[config.mk]
export PLATFORM = sky130hd
export DESIGN_NAME = record_stream_decrypt_unshuffle_flat
export DESIGN_NICKNAME = d
export VERILOG_FILES = /design/src/rtl/rsdu_pkg.sv /design/src/rtl/rsdu_in_if.sv /design/src/rtl/rsdu_out_if.sv /design/src/rtl/rsdu_locator.sv /design/src/rtl/rsdu_cipher.sv /design/src/rtl/record_stream_decrypt_unshuffle.sv /design/src/flat_wrapper.sv
export SDC_FILE = /design/constraint.sdc
export NUM_CORES = 1
export LEC_CHECK = 0
export ABC_AREA = 1
export BUFFER_PORTS_ARGS = -buffer_cell sky130_fd_sc_hd__buf_2
export CORE_MARGIN = 4
export CORE_UTILIZATION = 40
export DETAILED_ROUTE_END_ITERATION = 8
export SYNTH_ARGS = -nofsm -noshare
export SYNTH_HDL_FRONTEND = slang
export SYNTH_SLANG_ARGS = --single-unit
[constraint.sdc]
create_clock -name clk -period 7.8 [get_ports clk]
set_input_delay 1.56 -clock clk [delete_from_list [all_inputs] [get_ports clk]]
set_output_delay 1.56 -clock clk [all_outputs]
set_load 0.01 [all_outputs]
[src/rtl/rsdu_pkg.sv]
// Shared constants, types and the block order table for the record stream
// decryptor. No dependencies; the locator, cipher and top level use this package.
package rsdu_pkg;

  localparam int DEF_BLOCK_BYTES  = 56;
  localparam int DEF_HEADER_BYTES = 8;
  localparam int KEY_BYTES        = 4;
  localparam int SHUFFLE_WAYS     = 24;

  localparam logic [31:0] LCG_MUL = 32'h41C6_4E6D;
  localparam logic [31:0] LCG_ADD = 32'h0000_6073;

  localparam logic [1:0] ORDER_TABLE [4][24] = '{
    '{2'd0, 2'd0, 2'd0, 2'd0, 2'd0, 2'd0, 2'd1, 2'd1, 2'd2, 2'd3, 2'd2, 2'd3,
      2'd1, 2'd1, 2'd2, 2'd3, 2'd2, 2'd3, 2'd1, 2'd1, 2'd2, 2'd3, 2'd2, 2'd3},
    '{2'd1, 2'd1, 2'd2, 2'd3, 2'd2, 2'd3, 2'd0, 2'd0, 2'd0, 2'd0, 2'd0, 2'd0,
      2'd2, 2'd3, 2'd1, 2'd1, 2'd3, 2'd2, 2'd2, 2'd3, 2'd1, 2'd1, 2'd3, 2'd2},
    '{2'd2, 2'd3, 2'd1, 2'd1, 2'd3, 2'd2, 2'd2, 2'd3, 2'd1, 2'd1, 2'd3, 2'd2,
      2'd0, 2'd0, 2'd0, 2'd0, 2'd0, 2'd0, 2'd3, 2'd2, 2'd3, 2'd2, 2'd1, 2'd1},
    '{2'd3, 2'd2, 2'd3, 2'd2, 2'd1, 2'd1, 2'd3, 2'd2, 2'd3, 2'd2, 2'd1, 2'd1,
      2'd3, 2'd2, 2'd3, 2'd2, 2'd1, 2'd1, 2'd0, 2'd0, 2'd0, 2'd0, 2'd0, 2'd0}
  };

  typedef struct packed {
    logic       is_key;
    logic [1:0] key_lane;
    logic       key_last;
    logic       is_body;
    logic       even_pair;
    logic       rel_odd;
    logic       done;
  } pos_info_t;

  // Destination block that receives source block src under shuffle index sv.
  function automatic logic [1:0] dest_block(input logic [1:0] src, input logic [4:0] sv);
    logic [4:0] col;
    logic [1:0] res;
    logic       found;
    col   = (sv >= 5'(SHUFFLE_WAYS)) ? sv - 5'(SHUFFLE_WAYS) : sv;
    res   = src;
    found = 1'b0;
    for (int d = 0; d < 4; d++) begin
      if (!found && ORDER_TABLE[d][col] == src) begin
        res   = 2'(d);
        found = 1'b1;
      end
    end
    return res;
  endfunction

endpackage

[src/rtl/rsdu_in_if.sv]
// Input channel of the record stream decryptor: one encrypted byte per word.
// Depends on nothing.
interface rsdu_in_if;
  logic       valid;
  logic       ready;
  logic [7:0] cipher_byte;
  logic       record_start;

  modport source(output valid, output cipher_byte, output record_start, input ready);
  modport sink(input valid, input cipher_byte, input record_start, output ready);
endinterface

[src/rtl/rsdu_out_if.sv]
// Output channel of the record stream decryptor: one plain byte per word.
// Depends on nothing.
interface rsdu_out_if;
  logic        valid;
  logic        ready;
  logic [7:0]  plain_byte;
  logic [7:0]  dest_offset;
  logic        record_done;
  logic [15:0] word_sum;

  modport source(output valid, output plain_byte, output dest_offset,
                 output record_done, output word_sum, input ready);
  modport sink(input valid, input plain_byte, input dest_offset,
               input record_done, input word_sum, output ready);
endinterface

[src/rtl/rsdu_locator.sv]
// Record position tracking: byte position, source block and offset, and the
// unshuffled destination offset. Depends on rsdu_pkg.
module rsdu_locator #(
  parameter int BLOCK_BYTES  = rsdu_pkg::DEF_BLOCK_BYTES,
  parameter int HEADER_BYTES = rsdu_pkg::DEF_HEADER_BYTES
) (
  input  logic                clk,
  input  logic                rst,
  input  logic                fire,
  input  logic                record_start,
  input  logic [4:0]          shuffle_index,
  output rsdu_pkg::pos_info_t info,
  output logic [7:0]          dest_offset
);

  localparam int RECORD_BYTES = HEADER_BYTES + 4 * BLOCK_BYTES;
  localparam int POS_W        = $clog2(RECORD_BYTES);
  localparam int OFF_W        = (BLOCK_BYTES > 1) ? $clog2(BLOCK_BYTES) : 1;
  localparam int REL_W        = $clog2(4 * BLOCK_BYTES) + 1;
  localparam logic HDR_ODD    = 1'(HEADER_BYTES % 2);

  logic [POS_W-1:0] pos, pos_next, p_cur;
  logic [1:0]       blk, blk_next, blk_cur;
  logic [OFF_W-1:0] off, off_next, off_cur;
  logic [1:0]       dblk;
  logic [REL_W-1:0] blk_base, rel;
  logic [15:0]      dest_full;

  always_comb begin
    p_cur   = record_start ? '0 : pos;
    blk_cur = record_start ? '0 : blk;
    off_cur = record_start ? '0 : off;

    info.is_key    = (p_cur < POS_W'(rsdu_pkg::KEY_BYTES));
    info.key_lane  = p_cur[1:0];
    info.key_last  = (p_cur == POS_W'(rsdu_pkg::KEY_BYTES - 1));
    info.is_body   = (p_cur >= POS_W'(HEADER_BYTES));
    info.even_pair = (p_cur[0] == HDR_ODD);
    info.done      = (p_cur >= POS_W'(RECORD_BYTES - 1));

    dblk = rsdu_pkg::dest_block(blk_cur, shuffle_index);
    case (dblk)
      2'd0:    blk_base = '0;
      2'd1:    blk_base = REL_W'(BLOCK_BYTES);
      2'd2:    blk_base = REL_W'(2 * BLOCK_BYTES);
      2'd3:    blk_base = REL_W'(3 * BLOCK_BYTES);
      default: blk_base = '0;
    endcase
    rel          = blk_base + REL_W'(off_cur);
    info.rel_odd = rel[0];

    if (info.is_body) begin
      dest_full = 16'(HEADER_BYTES) + 16'(rel);
    end else begin
      dest_full = 16'(p_cur);
    end
    dest_offset = dest_full[7:0];

    pos_next = p_cur + POS_W'(1);
    blk_next = blk_cur;
    off_next = off_cur;
    if (info.is_body) begin
      if (off_cur == OFF_W'(BLOCK_BYTES - 1)) begin
        off_next = '0;
        blk_next = blk_cur + 2'd1;
      end else begin
        off_next = off_cur + OFF_W'(1);
      end
    end
    if (info.done) begin
      pos_next = '0;
      blk_next = '0;
      off_next = '0;
    end
  end

  always_ff @(posedge clk) begin
    if (rst) begin
      pos <= '0;
      blk <= '0;
      off <= '0;
    end else if (fire) begin
      pos <= pos_next;
      blk <= blk_next;
      off <= off_next;
    end
  end

endmodule

[src/rtl/rsdu_cipher.sv]
// Key capture, shuffle index and LCG keystream; gives the plain byte.
// Depends on rsdu_pkg and the position information from rsdu_locator.
module rsdu_cipher (
  input  logic                clk,
  input  logic                rst,
  input  logic                fire,
  input  rsdu_pkg::pos_info_t info,
  input  logic [7:0]          cipher_byte,
  output logic [7:0]          plain_byte,
  output logic [4:0]          shuffle_index
);

  logic [31:0] seed, seed_key, seed_step;
  logic [4:0]  shuffle_raw, shuffle_next;

  always_comb begin
    seed_key = seed;
    case (info.key_lane)
      2'd0:    seed_key[7:0]   = cipher_byte;
      2'd1:    seed_key[15:8]  = cipher_byte;
      2'd2:    seed_key[23:16] = cipher_byte;
      2'd3:    seed_key[31:24] = cipher_byte;
      default: seed_key        = seed;
    endcase
    shuffle_raw  = seed_key[17:13];
    shuffle_next = (shuffle_raw >= 5'(rsdu_pkg::SHUFFLE_WAYS)) ?
                   shuffle_raw - 5'(rsdu_pkg::SHUFFLE_WAYS) : shuffle_raw;

    seed_step = seed * rsdu_pkg::LCG_MUL + rsdu_pkg::LCG_ADD;

    if (!info.is_body) begin
      plain_byte = cipher_byte;
    end else if (info.even_pair) begin
      plain_byte = cipher_byte ^ seed_step[23:16];
    end else begin
      plain_byte = cipher_byte ^ seed[31:24];
    end
  end

  always_ff @(posedge clk) begin
    if (rst) begin
      seed          <= '0;
      shuffle_index <= '0;
    end else if (fire) begin
      if (info.is_key) begin
        seed <= seed_key;
      end else if (info.is_body && info.even_pair) begin
        seed <= seed_step;
      end
      if (info.is_key && info.key_last) begin
        shuffle_index <= shuffle_next;
      end
    end
  end

endmodule

[src/rtl/record_stream_decrypt_unshuffle.sv]
// Record stream decryptor with block unshuffle: top level with word sum and
// result register. Depends on rsdu_pkg, both channel interfaces, rsdu_locator
// and rsdu_cipher.
// An accepted word is registered and shown on the output in the cycle after.
// Throughput: one byte per cycle; the LCG multiply-add of the cipher step is the
// longest path. Input is accepted while the result register is empty or drained.
// Reset clears the position, seed, shuffle index, word sum and output valid.
module record_stream_decrypt_unshuffle #(
  parameter int BLOCK_BYTES  = rsdu_pkg::DEF_BLOCK_BYTES,
  parameter int HEADER_BYTES = rsdu_pkg::DEF_HEADER_BYTES
) (
  input  logic    clk,
  input  logic    rst,
  rsdu_in_if.sink   din,
  rsdu_out_if.source dout
);

  rsdu_pkg::pos_info_t info;
  logic        fire;
  logic [7:0]  plain, dest;
  logic [4:0]  shuffle_index;
  logic [15:0] sum, sum_base, sum_next, add_val;
  logic        out_valid;
  logic [7:0]  out_plain, out_dest;
  logic        out_done;
  logic [15:0] out_sum;

  assign din.ready = !out_valid || dout.ready;
  assign fire      = din.valid && din.ready;

  rsdu_locator #(
    .BLOCK_BYTES (BLOCK_BYTES),
    .HEADER_BYTES(HEADER_BYTES)
  ) u_locator (
    .clk          (clk),
    .rst          (rst),
    .fire         (fire),
    .record_start (din.record_start),
    .shuffle_index(shuffle_index),
    .info         (info),
    .dest_offset  (dest)
  );

  rsdu_cipher u_cipher (
    .clk          (clk),
    .rst          (rst),
    .fire         (fire),
    .info         (info),
    .cipher_byte  (din.cipher_byte),
    .plain_byte   (plain),
    .shuffle_index(shuffle_index)
  );

  always_comb begin
    sum_base = din.record_start ? '0 : sum;
    add_val  = info.rel_odd ? {plain, 8'h00} : {8'h00, plain};
    sum_next = info.is_body ? sum_base + add_val : sum_base;
  end

  always_ff @(posedge clk) begin
    if (rst) begin
      sum       <= '0;
      out_valid <= 1'b0;
    end else if (fire) begin
      sum       <= sum_next;
      out_valid <= 1'b1;
    end else if (dout.ready) begin
      out_valid <= 1'b0;
    end
  end

  always_ff @(posedge clk) begin
    if (fire) begin
      out_plain <= plain;
      out_dest  <= dest;
      out_done  <= info.done;
      out_sum   <= info.done ? sum_next : 16'h0000;
    end
  end

  assign dout.valid       = out_valid;
  assign dout.plain_byte  = out_plain;
  assign dout.dest_offset = out_dest;
  assign dout.record_done = out_done;
  assign dout.word_sum    = out_sum;

endmodule

[src/flat_wrapper.sv]
// flat-port wrapper written by rule: the top's interface ports become plain ports
module record_stream_decrypt_unshuffle_flat 
#(
  parameter int BLOCK_BYTES  = rsdu_pkg::DEF_BLOCK_BYTES,
  parameter int HEADER_BYTES = rsdu_pkg::DEF_HEADER_BYTES
)
  (clk, rst, din_valid, din_cipher_byte, din_record_start, din_ready, dout_valid, dout_plain_byte, dout_dest_offset, dout_record_done, dout_word_sum, dout_ready);
  rsdu_in_if din_i ();
  rsdu_out_if dout_i ();
  input  logic clk;
  input  logic rst;
  input wire logic [$bits(din_i.valid)-1:0] din_valid;
  input wire logic [$bits(din_i.cipher_byte)-1:0] din_cipher_byte;
  input wire logic [$bits(din_i.record_start)-1:0] din_record_start;
  output wire logic [$bits(din_i.ready)-1:0] din_ready;
  output wire logic [$bits(dout_i.valid)-1:0] dout_valid;
  output wire logic [$bits(dout_i.plain_byte)-1:0] dout_plain_byte;
  output wire logic [$bits(dout_i.dest_offset)-1:0] dout_dest_offset;
  output wire logic [$bits(dout_i.record_done)-1:0] dout_record_done;
  output wire logic [$bits(dout_i.word_sum)-1:0] dout_word_sum;
  input wire logic [$bits(dout_i.ready)-1:0] dout_ready;
  assign din_i.valid = din_valid;
  assign din_i.cipher_byte = din_cipher_byte;
  assign din_i.record_start = din_record_start;
  assign din_ready = din_i.ready;
  assign dout_valid = dout_i.valid;
  assign dout_plain_byte = dout_i.plain_byte;
  assign dout_dest_offset = dout_i.dest_offset;
  assign dout_record_done = dout_i.record_done;
  assign dout_word_sum = dout_i.word_sum;
  assign dout_i.ready = dout_ready;
  record_stream_decrypt_unshuffle #(.BLOCK_BYTES(BLOCK_BYTES), .HEADER_BYTES(HEADER_BYTES)) u_core (.clk(clk), .rst(rst), .din(din_i), .dout(dout_i));
endmodule
# Yosys cells after proc, flatten, opt, wreduce, memory -nomap -nowiden
# Memories as Yosys holds them, arrays and structs flattened.
# Cells that the tools add are included.
# W data, S select, Z words.
# op_classes
n_eq_ne	16
n_mux	42
reduce_logical	21
bitwise	4
multipliers	1
order_cmp	6
addsub	9
# ops
operator	count
$mux W8	9
$mux W32	2
$mux W16	3
$add A32 B15 Y32 const B	1
$mul A32 B31 Y32 const B	1
$mux W2	16
$pmux W8 S4	1
$mux W6	4
$add A16 B16 Y16	1
$xor A8 B8 Y8	2
$reduce_and A3 Y1	4
$ge A5 B5 Y1 const B	2
$mux W5	2
$sub A5 B5 Y5 const B	2
$add A4 B8 Y8 const A	1
$add A8 B1 Y8 const B	1
$add A8 B6 Y8	1
$eq A2 B2 Y1	4
$eq A2 B2 Y1 const B	4
$eq A8 B2 Y1 const B	1
$ge A8 B4 Y1 const B	1
$ge A8 B8 Y1 const B	1
$lt A8 B3 Y1 const B	1
$ne A2 B1 Y1 const B	4
other kinds (14)	30
# totals
mem_count	4
elab_cells	118
mem_bits_ro	256
register_bits	103
out_inout_bits	35
# mem_list
name	depth	width	read_ports	rd_clocked_by_memory_dff	write_ports	line	source
(name not given)	32	2	1	0	0	rsdu_pkg.sv:43	if (!found && ORDER_TABLE[d][col] == src) begin
(name not given)	32	2	1	0	0	rsdu_pkg.sv:43	
(name not given)	32	2	1	0	0	rsdu_pkg.sv:43	
(name not given)	32	2	1	0	0	rsdu_pkg.sv:43	

# Logic depth before layout (Yosys ltp)
# logic_depth
ltp_word	23
depth_mapped	46
mapped_depth_nobuf	46

# By module
# Synthesis repeated with hierarchy kept, for this count alone.
# hier_totals
cells_unflattened	2222
hier_area_um2	16784.8
# by_module_without_submodules
mod	seq_area_each_um2	cells_each	area_per_inst_um2	n_inst
rsdu_cipher	740.7	1495	11772.5	1
record_stream_decrypt_unshuffle	1331.3	409	3042.9	1
rsdu_locator	320.3	318	1969.4	1

# Least setup slack after synthesis
# OpenSTA, ideal clock, no wires.
# synth_path
path_kind	register -> register
start	register u_core.u_cipher.seed[5]
end	register u_core.out_sum[10], in the netlist u_core.dout.word_sum[10] (data pin)
n_path_buf	0
arrival_time_ps	7410
path_slack_ps	116
period_less_slack_ps	7684
stages_incl_launch_ff	38
cell_sequence	dfxtp_1 > ha_1 > inv_1 > fa_1 > fa_1 > fa_1 > inv_1 > fa_1 > inv_1 > fa_1 > inv_1 > fa_1 > inv_1 > fa_1 > inv_1 > ha_1 > a21oi_1 > nor2_1 > [2 not listed] > or2_2 > nand2_1 > nand2_1 > o211ai_1 > xor2_1 > nor2_1 > ha_1 > a21oi_1 > a21boi_0 > nor2_1 > o21ai_0 > nand2_1 > nand2_1 > nand2_1 > nand2_1 > nand3_1 > nand3_1 > a21oi_1
# synth_between
elab_chain_len	8
# synth_lines
element	line	source
start: declaration	rsdu_cipher.sv:13	logic [31:0] seed, seed_key, seed_step;
start signal: assignment	rsdu_cipher.sv:46	seed <= seed_key;
start signal: assignment	rsdu_cipher.sv:48	seed <= seed_step;
$mul A32 B31 Y32	rsdu_cipher.sv:29	seed_step = seed * rsdu_pkg::LCG_MUL + rsdu_pkg::LCG_ADD;
$add A32 B15 Y32	rsdu_cipher.sv:29	
$xor A8 B8 Y8	rsdu_cipher.sv:34	plain_byte = cipher_byte ^ seed_step[23:16];
$mux W8	rsdu_cipher.sv:33	end else if (info.even_pair) begin
$mux W8	rsdu_cipher.sv:31	if (!info.is_body) begin
$mux W16	record_stream_decrypt_unshuffle.sv:56	add_val = info.rel_odd ? {plain, 8'h00} : {8'h00, plain};
$add A16 B16 Y16	record_stream_decrypt_unshuffle.sv:57	sum_next = info.is_body ? sum_base + add_val : sum_base;
$mux W16	record_stream_decrypt_unshuffle.sv:57	
end signal: assignment	record_stream_decrypt_unshuffle.sv:77	out_sum <= info.done ? sum_next : 16'h0000;
end: declaration	record_stream_decrypt_unshuffle.sv:26	logic [15:0] out_sum;
# No other way between the ends.
# A chain may end at the register's enable or synchronous reset.

# Worst setup path in the final report
# layout_path
start	register u_core.u_cipher.seed[15]
end	register u_core.out_sum[11], in the netlist u_core.dout.word_sum[11] (data pin)
# layout_between
elab_chain_len	8
# layout_lines
element	line	source
$mul A32 B31 Y32	rsdu_cipher.sv:29	
$add A32 B15 Y32	rsdu_cipher.sv:29	
$xor A8 B8 Y8	rsdu_cipher.sv:34	
$mux W8	rsdu_cipher.sv:33	
$mux W8	rsdu_cipher.sv:31	
named net u_core.plain[6]	record_stream_decrypt_unshuffle.sv:20	logic [7:0] plain, dest;
$mux W16	record_stream_decrypt_unshuffle.sv:56	
$add A16 B16 Y16	record_stream_decrypt_unshuffle.sv:57	
$mux W16	record_stream_decrypt_unshuffle.sv:57	
# The timed path passes the listed nets, and every way through them passes these cells.

==> summary.txt <==
Startpoint types - flip-flop
Status - finished, final reports clean
Worst path max stage delay - 0.56 ns
Slew HR - 34.0%
Die area - 0.0424 mm²
Gpl congestion - 0.950
WP data arrival - 7.87 ns
Total number of vias - 12851
Area contributors post-synth - fa_1 25%, ha_1 19%, inv_1 13%, dfxtp_1 8.9%, edfxtp_1 6.3%
CTS root buffer - clkbuf_16
Fin worst setup slack - 0.0513 ns
Cell Area, Synth - 0.0157 mm²
Final hold viol count - 0
Die Width - 206 µm
Fin Hold WS - 0.469 ns
First-pass GRT wire length - 70.4 mm
Vias in the first global route - 13082
Sequential element share of the synthesized area - 15.3%
Synth Flop Type - dfxtp_1
Core Rows - 72
Crit Path Max Fanout - 4
Vias/cell - 4.84
Port Buf Inserts - 47
Residual DRC - 0
Final min period - 7.75 ns
Period utilisation layout - 99.3%
CP max-delay cell - fa_1
CTS tree - built
Endpoints failing setup - 0
Syn_area_per_cell - 8.19 µm²
Pwr dens - 263 mW/mm²
Leakage Power - 9.91 nW
Worst Tran Pin Value - 0.987 ns
Hold WC Path Type - flip-flop to flip-flop
Slew Viols, Final - 0
Layout cells sized above 1 - 20.4%
GRT Resource Usage Total - 21.2%
VDD IR max - 0.238 mV
Crit end category - flip-flop
Post-synth EDFFs - 33
Most frequent cells in the layout - 514 x inv_1, 212 x ha_1, 208 x nand2_1
Initial Util - 40.5%
Die height - 206 µm
GR peak layer - met2
Commonest non-fill, non-tap cell in the layout - inv_1
Maximum buffer depth of the clock tree - 2
Area Growth Syn to Fin - 20.6%
Fmax - 0.129 GHz
GR Overflow Total - 0
GR met3 Demand/Resource - 2.46%
Synth area leader - fa_1
GR Util met2 - 35.0%
CTS Buf Count - 9
Worst-path clk slew - 0.08 ns
I/O Pins - 48
Antenna violations before repair - 0
Wirelength per Cell - 16.6 µm
Register bit total from synthesis - 103
Met1 usage - 30.6%
Syn nets - 2363
RSZ-0062 raised after global routing - true
DRT Wirelength - 44.1 mm
Post-DRT Antenna Nets - 0
First-pass detailed-route iteration total - 5
Synth async-reset ratio - 0%
Clk sinks - 103
Core area - 0.0386 mm²
Required @ worst endpoint - 7.92 ns
HPWL Detailed - 37.3 mm
Final clock skew - 0.0190 ns
Clock latency on the worst-skew pair - 0.37 ns
N_diodes - 0
Fin nets - 2583
Htree depth - 3
Placement Setup Slack - -0.285 ns
Synth top area share - 25.1%
Initial DRC Count - 747
Setup CP Type - flip-flop to flip-flop
Max Cap Viol - 0
Cell mode on critical path - inv_2
Ys Warns - 0
Syn Inst Count - 1911
Post-synth cell types - 56
Largest net degree at the start of global routing - 62
[area by class of cell]
class                      instances  area, µm²
fill                            3701      19800
multi-input combinational       1235      11700
sequential                       103       2430
inverter                         538       2020
timing repair buffer             244       1730
tap                              518        648
clock buffer                       9        225
clock inverter                     7       96.3
[logic make-up after synthesis]
| family | share of synthesized area (%) |
|---|---|
| flip-flops | 15.3 |
| adder cells (fa/ha/maj) | 44.5 |
| AND/OR/NAND/NOR | 12.4 |
| AO/OA/AOI/OAI | 10.4 |
| buffers and inverters | 14.0 |
| XOR/XNOR | 3.47 |
[cells in the mapped netlist, types with 5 or more instances]
master,number
nand3_1,57
dfxtp_1,70
or2_2,9
inv_1,528
xor2_1,37
a21oi_1,102
ha_1,243
nand2_1,225
o21ai_0,85
fa_1,196
buf_4,5
xnor2_1,25
clkbuf_1,24
nand4_1,13
inv_2,10
edfxtp_1,33
a211oi_1,6
nor3_1,10
o211ai_1,18
nor2_1,121
a31oi_1,20
o21ai_1,8
[power by group]
part	switching, mW	internal (mW)	total (mW)
clock	0.241	0.260	0.502
combinational	2.17	1.71	3.88
sequential	0.0166	0.574	0.590
[flip-flops by register name (all words and copies together), names as in the netlist]
signal and flops:
u_core.u_cipher.seed 32, u_core.dout.word_sum 16, u_core.sum 16, u_core.dout.dest_offset 8, u_core.dout.plain_byte 8, u_core.u_locator.pos 8
u_core.u_locator.off 6, u_core.u_cipher.shuffle_index 5, u_core.u_locator.blk 2, u_core.dout.record_done 1, u_core.dout.valid 1
[worst paths after layout]
kind,cells past startpoint,endpoint,slack (ns),startpoint
max,41,u_core.dout.word_sum[11]$_SDFFCE_PP0P_,0.05,u_core.u_cipher.seed[15]$_SDFFE_PP0P_
min,2,u_core.u_locator.off[1]$_SDFFE_PP0P_,0.47,u_core.u_locator.off[1]$_SDFFE_PP0P_
max reg2reg,41,u_core.dout.word_sum[11]$_SDFFCE_PP0P_,0.05,u_core.u_cipher.seed[15]$_SDFFE_PP0P_
min reg2reg,2,u_core.u_locator.off[1]$_SDFFE_PP0P_,0.47,u_core.u_locator.off[1]$_SDFFE_PP0P_
[what timing repair did]
item	CTS	global route
gates resized for setup	47	123
hold buffers	0	0
endpoints found under the setup margin	20	26
setup buffers	1	10
pin swaps	14	50
[critical path: cells and delay by family (launching register included)]
family / cells / cell delay (ns)
XOR/XNOR: 2 / 0.36
adder cells (fa/ha/maj): 10 / 4.20
AO/OA/AOI/OAI: 6 / 0.76
AND/OR/NAND/NOR: 13 / 1.29
buffers and inverters: 10 / 0.50
flip-flops: 1 / 0.38
[through the flow]
stage	instance area [µm²]	setup TNS (ns)	power [mW]	instances	util, %
3_3_place_gp	17800	-3.43	3.96	2627	46.0
4_1_cts	18300	0	4.58	2644	47.4
5_1_grt	18900	-4.34	5.44	2654	48.9
3_5_place_dp	17800	-3.48	3.97	2627	46.0
2_1_floorplan	15700	0	2.60	1911	-
6_report	18900	0	4.97	2654	48.9
[routing by layer]
layer  routed length (µm)  up-vias  part of all wire (%)
li1                     -     6339                     -
met4                  605        0                   1.4
met2                21000      215                    48
met1                20800     6265                    47
met3                 1660       32                   3.8
met5                    0        -                     0
Note: power is estimated with default switching activity, not from simulation.
